$ cat src/lasi_pkg.sv
// ----------------------------------------------------------------------------
// lasi_pkg
// shared codes, register map and move tables of the line/arc step interpolator
// ----------------------------------------------------------------------------
package lasi_pkg;

    // item opcodes, the load opcodes double as move modes
    localparam logic [1:0] OP_LOAD_LINE = 2'd0;
    localparam logic [1:0] OP_LOAD_CW   = 2'd1;
    localparam logic [1:0] OP_LOAD_CCW  = 2'd2;
    localparam logic [1:0] OP_STEP      = 2'd3;

    localparam logic [1:0] MODE_LINE = OP_LOAD_LINE;
    localparam logic [1:0] MODE_CCW  = OP_LOAD_CCW;

    // move codes: bit 1 axis (0 x, 1 y), bit 0 negative
    localparam logic [1:0] MV_X_POS = 2'd0;
    localparam logic [1:0] MV_X_NEG = 2'd1;
    localparam logic [1:0] MV_Y_POS = 2'd2;
    localparam logic [1:0] MV_Y_NEG = 2'd3;

    // quadrant of the tool around the arc centre
    localparam logic [1:0] QUAD_PX_NY = 2'd0;
    localparam logic [1:0] QUAD_NX_NY = 2'd1;
    localparam logic [1:0] QUAD_NX_PY = 2'd2;
    localparam logic [1:0] QUAD_OTHER = 2'd3;

    // arc move table, indexed [ccw][f negative][quadrant]
    localparam logic [1:0] ARC_MOVE [2][2][4] = '{
        '{ '{MV_X_NEG, MV_Y_POS, MV_X_POS, MV_Y_NEG},
           '{MV_Y_NEG, MV_X_NEG, MV_Y_POS, MV_X_POS} },
        '{ '{MV_Y_POS, MV_X_POS, MV_Y_NEG, MV_X_NEG},
           '{MV_X_POS, MV_Y_NEG, MV_X_NEG, MV_Y_POS} }
    };

    // configuration register map
    localparam int APB_ADDR_W = 3;
    localparam int APB_DATA_W = 32;
    localparam int REG_IDX_W  = 1;
    localparam logic [REG_IDX_W-1:0] REG_ARC_STEP_LIMIT = 1'b0;

    localparam int LIMIT_W = 18;
    localparam logic [LIMIT_W-1:0] LIMIT_RESET = '1;

    // result side flags
    localparam int OUT_USER_W = 4;

    typedef struct packed {
        logic step_axis;
        logic step_negative;
        logic moved;
        logic last;
        logic overrun;
    } step_flags_t;

endpackage

$ cat src/lasi_apb.sv
// ----------------------------------------------------------------------------
// lasi_apb
// configuration register file behind an apb-style port
// ----------------------------------------------------------------------------
module lasi_apb
    import lasi_pkg::*;
(
    input  logic                  clk,
    input  logic                  rst_n,
    input  logic                  psel,
    input  logic                  penable,
    input  logic                  pwrite,
    input  logic [APB_ADDR_W-1:0] paddr,
    input  logic [APB_DATA_W-1:0] pwdata,
    output logic [APB_DATA_W-1:0] prdata,
    output logic                  pready,
    output logic [LIMIT_W-1:0]    arc_step_limit
);

    logic [LIMIT_W-1:0]   limit_reg;
    logic [REG_IDX_W-1:0] reg_idx;
    logic                 wr_en;

    assign reg_idx = paddr[APB_ADDR_W-1:2];
    assign pready  = 1'b1;
    assign wr_en   = psel && penable && pwrite && pready;

    always_ff @(posedge clk or negedge rst_n)
    begin
        if (!rst_n)
        begin
            limit_reg <= LIMIT_RESET;
        end
        else if (wr_en && (reg_idx == REG_ARC_STEP_LIMIT))
        begin
            limit_reg <= pwdata[LIMIT_W-1:0];
        end
    end

    always_comb
    begin
        unique case (reg_idx)
            REG_ARC_STEP_LIMIT: prdata = APB_DATA_W'(limit_reg);
            default:            prdata = '0;
        endcase
    end

    assign arc_step_limit = limit_reg;

endmodule

$ cat config.mk
export PLATFORM = sky130hd
export DESIGN_NAME = lasi_apb
export DESIGN_NICKNAME = d
export VERILOG_FILES = /design/src/lasi_pkg.sv /design/src/lasi_apb.sv
export SDC_FILE = /design/constraint.sdc
export NUM_CORES = 1
export LEC_CHECK = 0
export BUFFER_PORTS_ARGS = -buffer_cell sky130_fd_sc_hd__buf_4
export CORE_MARGIN = 8
export CORE_UTILIZATION = 25
export DETAILED_ROUTE_END_ITERATION = 8
export PLACE_DENSITY = 0.67
export SLEW_MARGIN = 20
export SYNTH_ARGS = -nofsm -noshare
export SYNTH_HDL_FRONTEND = slang
export SYNTH_SLANG_ARGS = --single-unit
$ cat constraint.sdc
create_clock -name clk -period 0.8 [get_ports clk]
set_input_delay 0.08 -clock clk [delete_from_list [all_inputs] [get_ports clk]]
set_output_delay 0.08 -clock clk [all_outputs]
set_load 0.01 [all_outputs]
# ---- After elaboration in Yosys (flattened, before gate mapping)
# Index checks and enable logic that the tools add are counted.
dict set report totals {
  register_bits 18
  latch_bits 0
  ramBits 0
  rom_bits 0
  output_inout_bits 51
  n_memories 0
}
dict set report op_classes {
  n_addsub 0
  n_mul 0
  n_div 0
  magnitude_cmp 0
  n_eq_ne 0
  shift 0
  mux 1
  n_bitwise 1
  n_reduce_logical 3
}
# cell n
set ops {}
lappend ops {{two-way mux 18 bit} 1}
lappend ops {{logical AND 1 bit} 3}
lappend ops {{NOT 1 bit} 1}

# ---- Longest topological paths before layout
# Gate-level depths: netlist of run 1.
dict set report depth {
  ltp_word 3
  ltp_mapped 3
  ltp_nobuf 2
}

# ---- Worst setup path after synthesis of run 1
# OpenSTA, ideal clock, no wires.
dict set report synth_timing {
  path_type {input to register}
  startpoint {input port paddr[2]}
  endpoint {register limit_reg[10], in the netlist arc_step_limit[10]}
  t_arrival_ns 0.786
  required_ns 0.718
  slack_ns -0.068
  stages 3
  cell_sequence {nand4b_4 -> buf_6 -> mux2_4}
}
dict set report synth_between {
  elab_chain_len 2
}
# item line
set synth_lines {}
lappend synth_lines {{from (decl)} lasi_apb.sv:13} ;# input logic [APB_ADDR_W-1:0] paddr,
lappend synth_lines {{NOT 1 bit} --}
lappend synth_lines {{logical AND 1 bit} lasi_apb.sv:34} ;# else if (wr_en && (reg_idx == REG_ARC_STEP_LIMIT))
lappend synth_lines {{to (signal assigned)} lasi_apb.sv:36} ;# limit_reg <= pwdata[LIMIT_W-1:0];
lappend synth_lines {{to (decl)} lasi_apb.sv:20} ;# logic [LIMIT_W-1:0] limit_reg;
# No other way between the ends.
# A chain may end at the register's enable or synchronous reset.

# ---- Worst setup path in the final report of run 1
dict set report layout_timing {
  startpoint {register limit_reg[9], in the netlist arc_step_limit[9]}
  endpoint {output port prdata[9]}
}
dict set report layout_between {
  elab_chain_len 1
}
# item line
set layout_lines {}
lappend layout_lines {{two-way mux 18 bit} lasi_apb.sv:42} ;# unique case (reg_idx)
lappend layout_lines {{to (decl)} lasi_apb.sv:15} ;# output logic [APB_DATA_W-1:0] prdata,
# No other way between the ends.

==> results by stage, run 1 <==
Global route:
- The via count of the first global-routing pass is 949.
- The initial antenna violation count is 0.
- The maximum number of pins on one net before global-route repair is 19.
- The global-route wire length before repair is around 4600 um.
- The global routing usage summed across all routing layers is 9.44%.
- After global routing the overflow that remains totals 0.

STA:
- Derived from the worst setup path, the maximum achievable clock frequency is between 800 and 900 MHz.
- Between clock sinks in the finished design, the worst skew comes to 0 ns.
- The hold violation count in the final report is 0.
- The worst path uses 143% of the clock period.
- Setup repair after global routing could not meet its margin everywhere.
- The max-slew violation count is 0.
- The worst-case setup margin in the final layout is -0.346 ns.
- Setup violations remaining at the end of the flow were counted as 47.
- The time the final worst path needs with I/O delays and setup is 1.15 ns.

Setup path:
- STA classifies the critical path startpoint as a flip-flop.
- The critical-path maximum fanout is 2.
- Data on the critical path arrives at its endpoint at ~1.1 ns.
- At the worst endpoint, the required time is about 0.72 ns.
- The worst setup path is of the flip-flop to primary output kind.
- The capturing element type of the critical path is a primary output.

Status:
- The final reports fail on negative setup slack.
- The flow ran to the end, but the final reports show violations.

Layout:
- Measured on the finished design, the core utilization comes to a little under half.
- The flip-flop count of the largest register, all copies and words added is 18.
- The filler cell count in the final layout is 389.
- The final antenna diode count is 0.
- Across the whole layout, storage elements account for around 470 sq um.
- The fraction of layout instances using a drive strength above 1 is a little over four fifths.
- Compared with the post-synthesis result, the final layout area differs by 86.7%.
- The multi-input combinational cells in the finished layout cover a total of between 400 and 500 sq um.
- The net total in the final layout is roughly 200.

Synthesis:
- For this run, asynchronously set or reset flops after synthesis account for between 90% and 100%.
- Yosys printed 0 warnings.
- In this run, synthesis produced a sequential element count of 18.
- The number of flops mapped to enable cells by yosys is 0.
- The post-synthesis cell type count is 10.
- The post-synthesis instance area is a little under 0.001 sq mm.
- In the synthesized netlist, the cells that appear most often are sky130_fd_sc_hd__dfstp_2, sky130_fd_sc_hd__buf_4, sky130_fd_sc_hd__mux2_4, sky130_fd_sc_hd__nor2b_1.
- Synthesis produced 74 cells.
- The biggest area consumer among synthesized cells is sky130_fd_sc_hd__dfstp_2.
- In the post-synthesis netlist, the biggest area contributors are sky130_fd_sc_hd__dfstp_2, sky130_fd_sc_hd__mux2_4, sky130_fd_sc_hd__buf_4.
- The commonest register cell after synthesis is sky130_fd_sc_hd__dfstp_2.
- The most common cell in the synthesized netlist is sky130_fd_sc_hd__dfstp_2.
- The share of the Yosys chip area taken by registers is between 40% and 50%.
- The mean area per synthesized cell is approximately 13 sq um.
- The proportion of netlist area held by the largest area contributor is between 40% and 50%.

CTS:
- The worst-case clock buffer depth is 2.
- The number of clock buffers added by TritonCTS is 3.
- The cell sitting at the root of the clock tree is a sky130_fd_sc_hd__clkbuf_8.
- The clock net sink count is 18.
- The clock-pin transition on the worst setup and hold timing paths is about 0.080 ns.
- The clock latency reported for the late side of the worst-skew pair is 0.25 ns.
- TritonCTS built the clock tree.
- CTS built an H-tree with a depth of 1.

Power:
- The worst-case vdd ir drop is 0.766 mV.
- The power density over cell area is 2200 mW/mm^2.
- Of the total power, combinational logic draws a little under half.
- The switching power share of the total is 27.2%.
- Per report_power, the clock group accounts for between 10% and 20% of the total.
- Summed over all cells, the static leakage comes to 0.965 nW.
- Summed over all nets, the switching power comes to approximately 1.1 mW.
- The internal power of the cells is approximately 3.0 mW.
- Registers are responsible for 34.6% of the overall power.

Floorplan:
- The effective utilization at floorplan is about 25%.
- The row count is 23.
- The floorplan step defined a die boundary enclosing between 0.006 and 0.007 sq mm.
- The die boundary height is about 79 um.
- The floorplan step set the die width to 79.1 um.
- In this run the count of I/O pins placed on the die edge is 91.
- The core box area is around 0.004 sq mm.

Placement:
- The worst slack at placement is -0.162 ns.
- Buffers placed on the I/O ports in this run total between 50 and 60.
- Routability-driven placement finished with a final weighted congestion of 0.689.
- Once detailed placement completed, the half-perimeter wirelength came to roughly 2300 um.

Worst hold path:
- The worst hold path belongs to the class primary input to flip-flop.

Route:
- The number of optimization iterations in the first detailed-route pass is 2.
- In this run the remaining antenna-violating nets after routing total 0.
- The average routed wire per standard cell is roughly 15 um.
- The DRC violation count after routing is 0.
- The first routing iteration left 5 violations.
- The overall via count from detail_route is 824.
- The mean number of vias per cell is between 4 and 5.
- The total detailed-routing wirelength is ~3200 um.

Job:
- The reported max-cap violation count is 0.
[final cells by class]
class                           count  share of cell area [%]
Timing Repair Buffer               81                    41.3
Tap cell                           50                    3.37
Multi-Input combinational cell     52                    26.9
Clock buffer                        4                    2.96
Sequential cell                    18                    25.5
[cell usage in the layout (no fill, tap or decap), drive strengths merged]
cell type and n:
dfstp 18, nand4b 1, buf 80, conb 15
dlygate4sd3 1, clkbuf 4, nor2b 10, mux2 18
and2b 8
[kinds of logic (layout without fill, tap and decap cells)]
logic type / after synthesis / after routing / share of synthesized area (%)
and+or+nand+nor: 19 / 19 / 14.7
muxes: 18 / 18 / 24.2
other: 2 / 15 / 0.755
DFF: 18 / 18 / 47.5
buffers and inverters: 17 / 85 / 12.8
[stage by stage]
step / TNS [ns] / hold slack (ns) / area (sq um) / power (mW) / cells
6_report: -10.59 / 0.0481 / 1860 / 4.09 / 205
3_5_place_dp: -3.53 / 0.207 / 1500 / 2.73 / 183
3_3_place_gp: -3.25 / 0.195 / 1500 / 2.69 / 183
5_1_grt: -11.95 / 0.0502 / 1860 / 4.30 / 205
2_1_floorplan: -0.684 / -0.0678 / 1070 / 2.05 / 87
4_1_cts: -10.32 / 0.0478 / 1740 / 3.88 / 198
[per-layer routing]
| metal | vias up | wire [um] | track usage (%) |
|---|---|---|---|
| met4 | 0 | 69 | 3.70 |
| met5 | - | 0 | 0 |
| met1 | 402 | 1130 | 9.01 |
| li1 | 373 | - | - |
| met3 | 6 | 280 | 3.50 |
| met2 | 43 | 1680 | 17.7 |
[final timing paths]
check | end | slack, ns | start | cells past startpoint
min | arc_step_limit[11]$_DFFE_PN1P_ | 0.05 | pwdata[11] | 2
max reg2reg | arc_step_limit[9]$_DFFE_PN1P_ | -0.12 | arc_step_limit[9]$_DFFE_PN1P_ | 3
max | prdata[9] | -0.35 | arc_step_limit[9]$_DFFE_PN1P_ | 2
max in group asynchronous | arc_step_limit[3]$_DFFE_PN1P_ | 0.31 | rst_n | 2
min in group asynchronous | arc_step_limit[13]$_DFFE_PN1P_ | 0.45 | rst_n | 2
min reg2reg | arc_step_limit[10]$_DFFE_PN1P_ | 0.63 | arc_step_limit[10]$_DFFE_PN1P_ | 1
[critical path, stage by stage (launching register included)]
cell and delay, ns:
sky130_fd_sc_hd__dfstp_2 0.56, sky130_fd_sc_hd__nor2b_4 0.15, sky130_fd_sc_hd__buf_6 0.10
[power groups by stage]
stage	Sequential, mW	Clock (mW)	Combinational, mW
floorplan	1.50	0	0.552
global placement	1.41	0	1.28
detailed placement	1.43	0	1.31
CTS	1.41	0.779	1.68
global route	1.44	0.813	2.04
finish	1.41	0.763	1.91
[repair_timing]
action | in CTS | in global routing
setup endpoints to repair | 37 | 44
gates cloned | 0 | 0
hold buffers | 1 | 0
pin swaps | 0 | 0
buffers inserted | 11 | 10
gates resized for setup | 25 | 20
endpoints found under the hold margin | 18 | 0
(Power assumes the default switching activity.)
==> inputs of run 2 (changes only) <==
Settings changed: TNS_END_PERCENT set to 20.
==> results by stage, run 2 (synthesis gave the netlist of run 1 again) <==
Floorplan:
- The die extent in x is 79.1 um (unchanged).
- The core box area came to 0.00391 sq mm (unchanged).
- The I/O pin count came to 91 (unchanged).
- The die boundary height was 79.1 um (unchanged).
- The row count is 23 (unchanged).
- The area of the die is 0.00625 sq mm (unchanged).
- The effective utilization at floorplan came to 25.4% (unchanged).

CTS:
- The clock latency reported for the late side of the worst-skew pair was 0.25 ns (about the same).
- The clock buffer count from CTS was 3 (unchanged).
- The clock-pin transition on the worst setup and hold timing paths was 0.07 ns (about the same).
- TritonCTS built the clock tree.
- The H-tree depth reported by CTS came to 1 (unchanged).
- The clock net sink count is 18 (unchanged).
- The root buffer cell is sky130_fd_sc_hd__clkbuf_8.
- The worst-case clock buffer depth was 2 (unchanged).

Power:
- The switching power of the nets is 1.07 mW (-3.5%).
- The leakage power of the design is 0.957 nW (-0.87%).
- The combinational cell fraction of total power is 46.9% (about the same).
- The sequential share of power was 34.9% (+0.3 points).
- The internal power of the cells is 2.96 mW (-0.75%).
- The worst-case vdd ir drop was 0.768 mV (+0.34%).
- The power density over cell area was 2200 mW/mm^2 (-0.22%).
- The fraction of power consumed by the clock network is 18.2% (-0.5 points).
- The switching power share of the total is 26.6% (-0.55 points).

Global route:
- The leftover overflow at the end of global routing is 0 (unchanged).
- The maximum number of pins on one net before global-route repair is 19 (unchanged).
- The global routing usage summed across all routing layers is 8.56% (-0.87 points).
- The initial antenna violation count is 0 (unchanged).
- The global-route wire length before repair came to 4350 um (-6.2%).
- The via count of the first global-routing pass came to 850 (-10%).

Route:
- The number of DRC violations after detailed-routing iteration 0 is 6 (+1).
- The mean number of vias per cell is 3.88 (-3.6%).
- The DRC violation count after routing is 0 (unchanged).
- The number of nets with antenna violations after routing is 0 (unchanged).
- The total detailed-routing wirelength is 2840 um (-10%).
- The average routed wire per standard cell came to 14.1 um (-8.3%).
- The number of optimization iterations in the first detailed-route pass came to 2 (unchanged).
- The overall via count from detail_route is 779 (-5.5%).

STA:
- Setup repair after global routing could not meet its margin everywhere.
- The time the final worst path needs with I/O delays and setup came to 1.13 ns (-0.0163 ns).
- The hold violation count in the final report is 0 (unchanged).
- The fmax is 885 MHz (+1.4%).
- The count of endpoints failing setup in the final report is 49 (+4.3%).
- The max-slew violation count was 0 (unchanged).
- The clock tree skew after final layout is 0 ns (unchanged).
- The post-route clock period utilization was 141% (-2.0 points).
- The worst-case setup margin in the final layout is -0.330 ns (+0.0163 ns).
- The final hold slack came to 0.0588 ns (+0.0107 ns).
- The post-route setup TNS was -10.15 ns (+0.432 ns).

Layout:
- The fraction of layout instances using a drive strength above 1 is 82.8% (-1.7 points).
- The final core area utilization was 46.8% (-0.61 points).
- The post-route cell area is 0.00183 sq mm (-1.3%).
- The final antenna diode count is 0 (unchanged).
- Relative to the synthesized area, the layout overhead comes to 84.3%.
- Leaving out fill and tap cells, the most frequent cell in the layout is sky130_fd_sc_hd__buf_4.
- In the layout the commonest cells are sky130_fd_sc_hd__buf_4, sky130_fd_sc_hd__buf_6, sky130_fd_sc_hd__dfstp_2.
- The flip-flop count of the largest register, all copies and words added is 18 (unchanged).
- The net total in the final layout is 192 (-2.0%).

Placement:
- The placer congestion estimate is 0.726 (+5.4%).
- The cell area reported after detailed placement is 0.00155 sq mm (+3.0%).
- The sum of net half-perimeters after detailed placement is 2160 um (-6.9%).
- The count of buffers inserted at the top-level ports came to 59 (unchanged).

Setup path:
- The critical-path maximum fanout came to 2 (unchanged).
- The required time reported for the critical path endpoint is 0.72 ns (about the same).
- The critical path arrival is 1.05 ns (-0.02 ns).
- The capturing element type of the critical path is a primary output.
- The critical path is of the flip-flop to primary output type.
- STA classifies the critical path startpoint as a flip-flop.

Status:
- The flow ran to the end, but the final reports show violations.
- The final reports fail on negative setup slack.

Worst hold path:
- The class of the worst hold path is primary input to flip-flop.

Job:
- The reported max-cap violation count was 0 (unchanged).
[run 2: cell types whose count changed in the layout (fill, tap and decap cells not counted)]
cell and delta:
sky130_fd_sc_hd__buf_12 -1, sky130_fd_sc_hd__nor2b_1 +2, sky130_fd_sc_hd__mux2_2 -1, sky130_fd_sc_hd__nor2b_4 +4, sky130_fd_sc_hd__nor2b_2 -6, sky130_fd_sc_hd__mux2_4 +1, sky130_fd_sc_hd__buf_4 -3
[run 2: what timing repair did]
action,in CTS,in global routing
hold endpoints to repair,18,0
setup buffers,1,1
hold buffers,1,0
endpoints found under the setup margin,49,49
gates resized for setup,31,19
[run 2: metal layers]
metal  vias up  wire length [um]  share of wire, %  track usage, %
met2        49              1350                48            14.6
met1       365              1090                38            9.48
li1        365                 -                 -               -
met3         0               399                14            4.06
met5         -                 0                 0               0
met4         0                 0                 0            1.67
[run 2: metrics by stage]
stage                     cells  power, mW  worst slack, ns
after global placement      194       2.84           -0.117
after floorplan              87       2.03          -0.0684
after detailed placement    194       2.88           -0.132
after global routing        201       4.28           -0.378
after CTS                   200       3.94           -0.332
final                       201       4.03           -0.330
[run 2: power by group through the flow]
stage,Combinational (mW),Clock [mW],Sequential [mW]
after floorplan,0.525,0,1.50
after global placement,1.47,0,1.37
after detailed placement,1.50,0,1.38
after CTS,1.78,0.776,1.39
after global routing,2.01,0.828,1.44
final,1.89,0.733,1.41
[run 2: critical path, stage by stage (launching register included)]
cell,delay (ns)
sky130_fd_sc_hd__dfstp_2,0.55
sky130_fd_sc_hd__nor2b_4,0.15
sky130_fd_sc_hd__buf_6,0.11
[run 2: worst paths after layout]
kind	cells past startpoint	slack, ns	from	endpoint
min reg2reg	1	0.63	arc_step_limit[17]$_DFFE_PN1P_	arc_step_limit[17]$_DFFE_PN1P_
min in group asynchronous	2	0.46	rst_n	arc_step_limit[10]$_DFFE_PN1P_
max reg2reg	3	-0.14	arc_step_limit[6]$_DFFE_PN1P_	arc_step_limit[6]$_DFFE_PN1P_
max	2	-0.33	arc_step_limit[10]$_DFFE_PN1P_	prdata[10]
max in group asynchronous	2	0.32	rst_n	arc_step_limit[16]$_DFFE_PN1P_
min	2	0.06	pwdata[0]	arc_step_limit[0]$_DFFE_PN1P_
[run 2: final cells by class]
class	count	area [sq um]
Multi-Input combinational cell	52	518
Timing Repair Buffer	77	724
Clock buffer	4	55.1
Fill cell	368	2080
Tap cell	50	62.6
Sequential cell	18	473
==> inputs of run 3 (changes only) <==
Clock period 0.8 ns to 1.4 ns, I/O delays scaled along.
==> results by stage, run 3 (synthesis gave the netlist of run 1 again) <==
Setup path:
- The depth of the worst register-to-register path is 1 (-2).
- The required time reported for the critical path endpoint is 1.26 ns (+0.54 ns).
- The worst setup path is of the flip-flop to primary output kind.
- The worst setup path is captured at a primary output.
- The critical-path maximum fanout is 3 (+1).
- The critical path arrival is 1.07 ns (+0.02 ns).
- STA classifies the critical path startpoint as a flip-flop.

Floorplan:
- The effective utilization at floorplan is 25.4% (unchanged).
- The die boundary height is 79.1 um (unchanged).
- The die extent in x is 79.1 um (unchanged).
- The row count was 23 (unchanged).
- The core box area is 0.00391 sq mm (unchanged).
- The I/O pin count is 91 (unchanged).
- The area of the die is 0.00625 sq mm (unchanged).

Global route:
- The global routing usage summed across all routing layers is 8.06% (-0.50 points).
- The initial antenna violation count is 0 (unchanged).
- The leftover overflow at the end of global routing was 0 (unchanged).
- The global-route wire length before repair is 3970 um (-8.7%).
- The met3 track demand over resource in global routing is 4.51% (+0.45 points).
- The via count of the first global-routing pass was 790 (-7.1%).
- The global-route track usage on met2 came to 13.2% (-1.4 points).
- The global-route met1 utilization is 8.39% (-1.1 points).
- In this run the most used layer during global routing was met2.
- The maximum number of pins on one net before global-route repair is 19 (unchanged).

CTS:
- The clock net sink count is 18 (unchanged).
- The worst-case clock buffer depth is 2 (unchanged).
- The H-tree depth reported by CTS is 1 (unchanged).
- Clock tree synthesis selected as its root buffer the cell sky130_fd_sc_hd__clkbuf_8.
- The clock latency reported for the late side of the worst-skew pair was 0.25 ns (about the same).
- The clock tree from TritonCTS is yes.
- The clock-pin transition on the worst setup and hold timing paths is 0.07 ns (about the same).
- The clock buffer count from CTS is 3 (unchanged).

Worst hold path:
- The min-delay analysis places its worst path in the category primary input to flip-flop.
- The number of instances on the worst hold path is 2 (unchanged).

Route:
- The number of DRC violations after detailed-routing iteration 0 is 6 (unchanged).
- The number of optimization iterations in the first detailed-route pass is 2 (unchanged).
- The DRC violation count after routing is 0 (unchanged).
- The overall via count from detail_route is 698 (-10%).
- The number of nets with antenna violations after routing is 0 (unchanged).
- The mean number of vias per cell is 3.75 (-3.2%).
- The total detailed-routing wirelength is 2620 um (-7.5%).
- The average routed wire per standard cell is 14.1 um (about the same).

Layout:
- The final antenna diode count is 0 (unchanged).
- The layout-stage area growth over the synthesis result is 52.2%.
- The fraction of layout instances using a drive strength above 1 is 75.0% (-7.8 points).
- The library cell used most frequently in the layout, excluding fill and tap cells, is sky130_fd_sc_hd__buf_4.
- The post-route non-filler standard cell count is 186 (-7.5%).
- The flip-flop count of the largest register, all copies and words added is 18 (unchanged).
- The top cell types in the final layout, fill and taps aside, are sky130_fd_sc_hd__buf_4, sky130_fd_sc_hd__dfstp_2, sky130_fd_sc_hd__conb_1.
- The post-route cell area is 0.00151 sq mm (-17%).
- The final core area utilization is 38.7% (-8.2 points).
- The net total in the final layout is 177 (-7.8%).

Placement:
- The worst slack at placement came to 0.406 ns (+0.538 ns).
- The count of buffers inserted at the top-level ports was 59 (unchanged).
- The placer congestion estimate is 0.729 (+0.43%).
- The cell area reported after detailed placement is 0.00145 sq mm (-6.3%).
- The sum of net half-perimeters after detailed placement is 2100 um (-2.9%).
- The total placed cells including tap cells is 181 (-6.7%).

STA:
- The max-slew violation count came to 0 (unchanged).
- The final hold slack is 0.111 ns (+0.0521 ns).
- The post-route setup TNS came to 0 ns (+10.15 ns).
- The time the final worst path needs with I/O delays and setup is approximately 1.2 ns.
- The hold violation count in the final report is 0 (unchanged).
- The worst-case setup margin in the final layout is 0.193 ns (+0.523 ns).
- The fmax is 829 MHz.
- In the finished design, the share of the clock period the worst path needs comes to roughly 86%.
- The clock tree skew after final layout is 0 ns (unchanged).
- The count of endpoints failing setup in the final report came to 0 (-100%).
- Setup repair after global routing left no endpoint under its margin.

Status:
- The run finished with clean final reports.

Power:
- The worst-case vdd ir drop is 0.389 mV (-49%).
- The post-layout total power is 1.94 mW (-52%).
- The leakage power of the design is 0.789 nW (-17%).
- The power density over cell area came to 1280 mW/mm^2 (-42%).

Job:
- The reported max-cap violation count is 0 (unchanged).
run 3: cell types whose count changed in the layout (fill, tap and decap cells not counted):
cell	delta
sky130_fd_sc_hd__nor2b_4	-8
sky130_fd_sc_hd__mux2_4	-4
sky130_fd_sc_hd__buf_4	+20
sky130_fd_sc_hd__mux2_2	+4
sky130_fd_sc_hd__buf_6	-35
sky130_fd_sc_hd__nor2b_1	+8
run 3: cell type report:
cell class / instances / area [sq um]
Clock buffer: 4 / 55.1
Fill cell: 385 / 2400
Multi-Input combinational cell: 52 / 443
Sequential cell: 18 / 473
Tap cell: 50 / 62.6
Timing Repair Buffer: 62 / 480
run 3: final timing paths:
check                                              start                             end  slack, ns
hold / removal                                 pwdata[4]   arc_step_limit[4]$_DFFE_PN1P_       0.11
min in group asynchronous                          rst_n  arc_step_limit[10]$_DFFE_PN1P_       0.51
max in group asynchronous                          rst_n  arc_step_limit[16]$_DFFE_PN1P_       0.86
setup / recovery           arc_step_limit[6]$_DFFE_PN1P_                       prdata[6]       0.19
hold reg to reg            arc_step_limit[8]$_DFFE_PN1P_   arc_step_limit[8]$_DFFE_PN1P_       0.62
setup reg to reg           arc_step_limit[5]$_DFFE_PN1P_   arc_step_limit[5]$_DFFE_PN1P_       0.65
run 3: power breakdown:
| group | internal [mW] | switching [mW] | total (mW) |
|---|---|---|---|
| logic | 0.431 | 0.273 | 0.704 |
| clock network | 0.250 | 0.181 | 0.431 |
| registers | 0.721 | 0.0847 | 0.806 |
| total | 1.40 | 0.538 | 1.94 |
run 3: worst max-delay path, stage by stage (launching register included):
cell	delay (ns)
sky130_fd_sc_hd__dfstp_2	0.55
sky130_fd_sc_hd__nor2b_1	0.14
sky130_fd_sc_hd__buf_4	0.13
run 3: per-layer routing:
layer	wire length, um	vias up
li1	-	333
met1	1010	312
met2	1210	51
met3	393	2
met4	10	0
met5	0	-
run 3: timing repair:
| item | in CTS | in global routing |
|---|---|---|
| setup buffers | 0 | 0 |
| hold buffers | 1 | 0 |
| gates resized for setup | 0 | 0 |
| hold endpoints to repair | 18 | 0 |
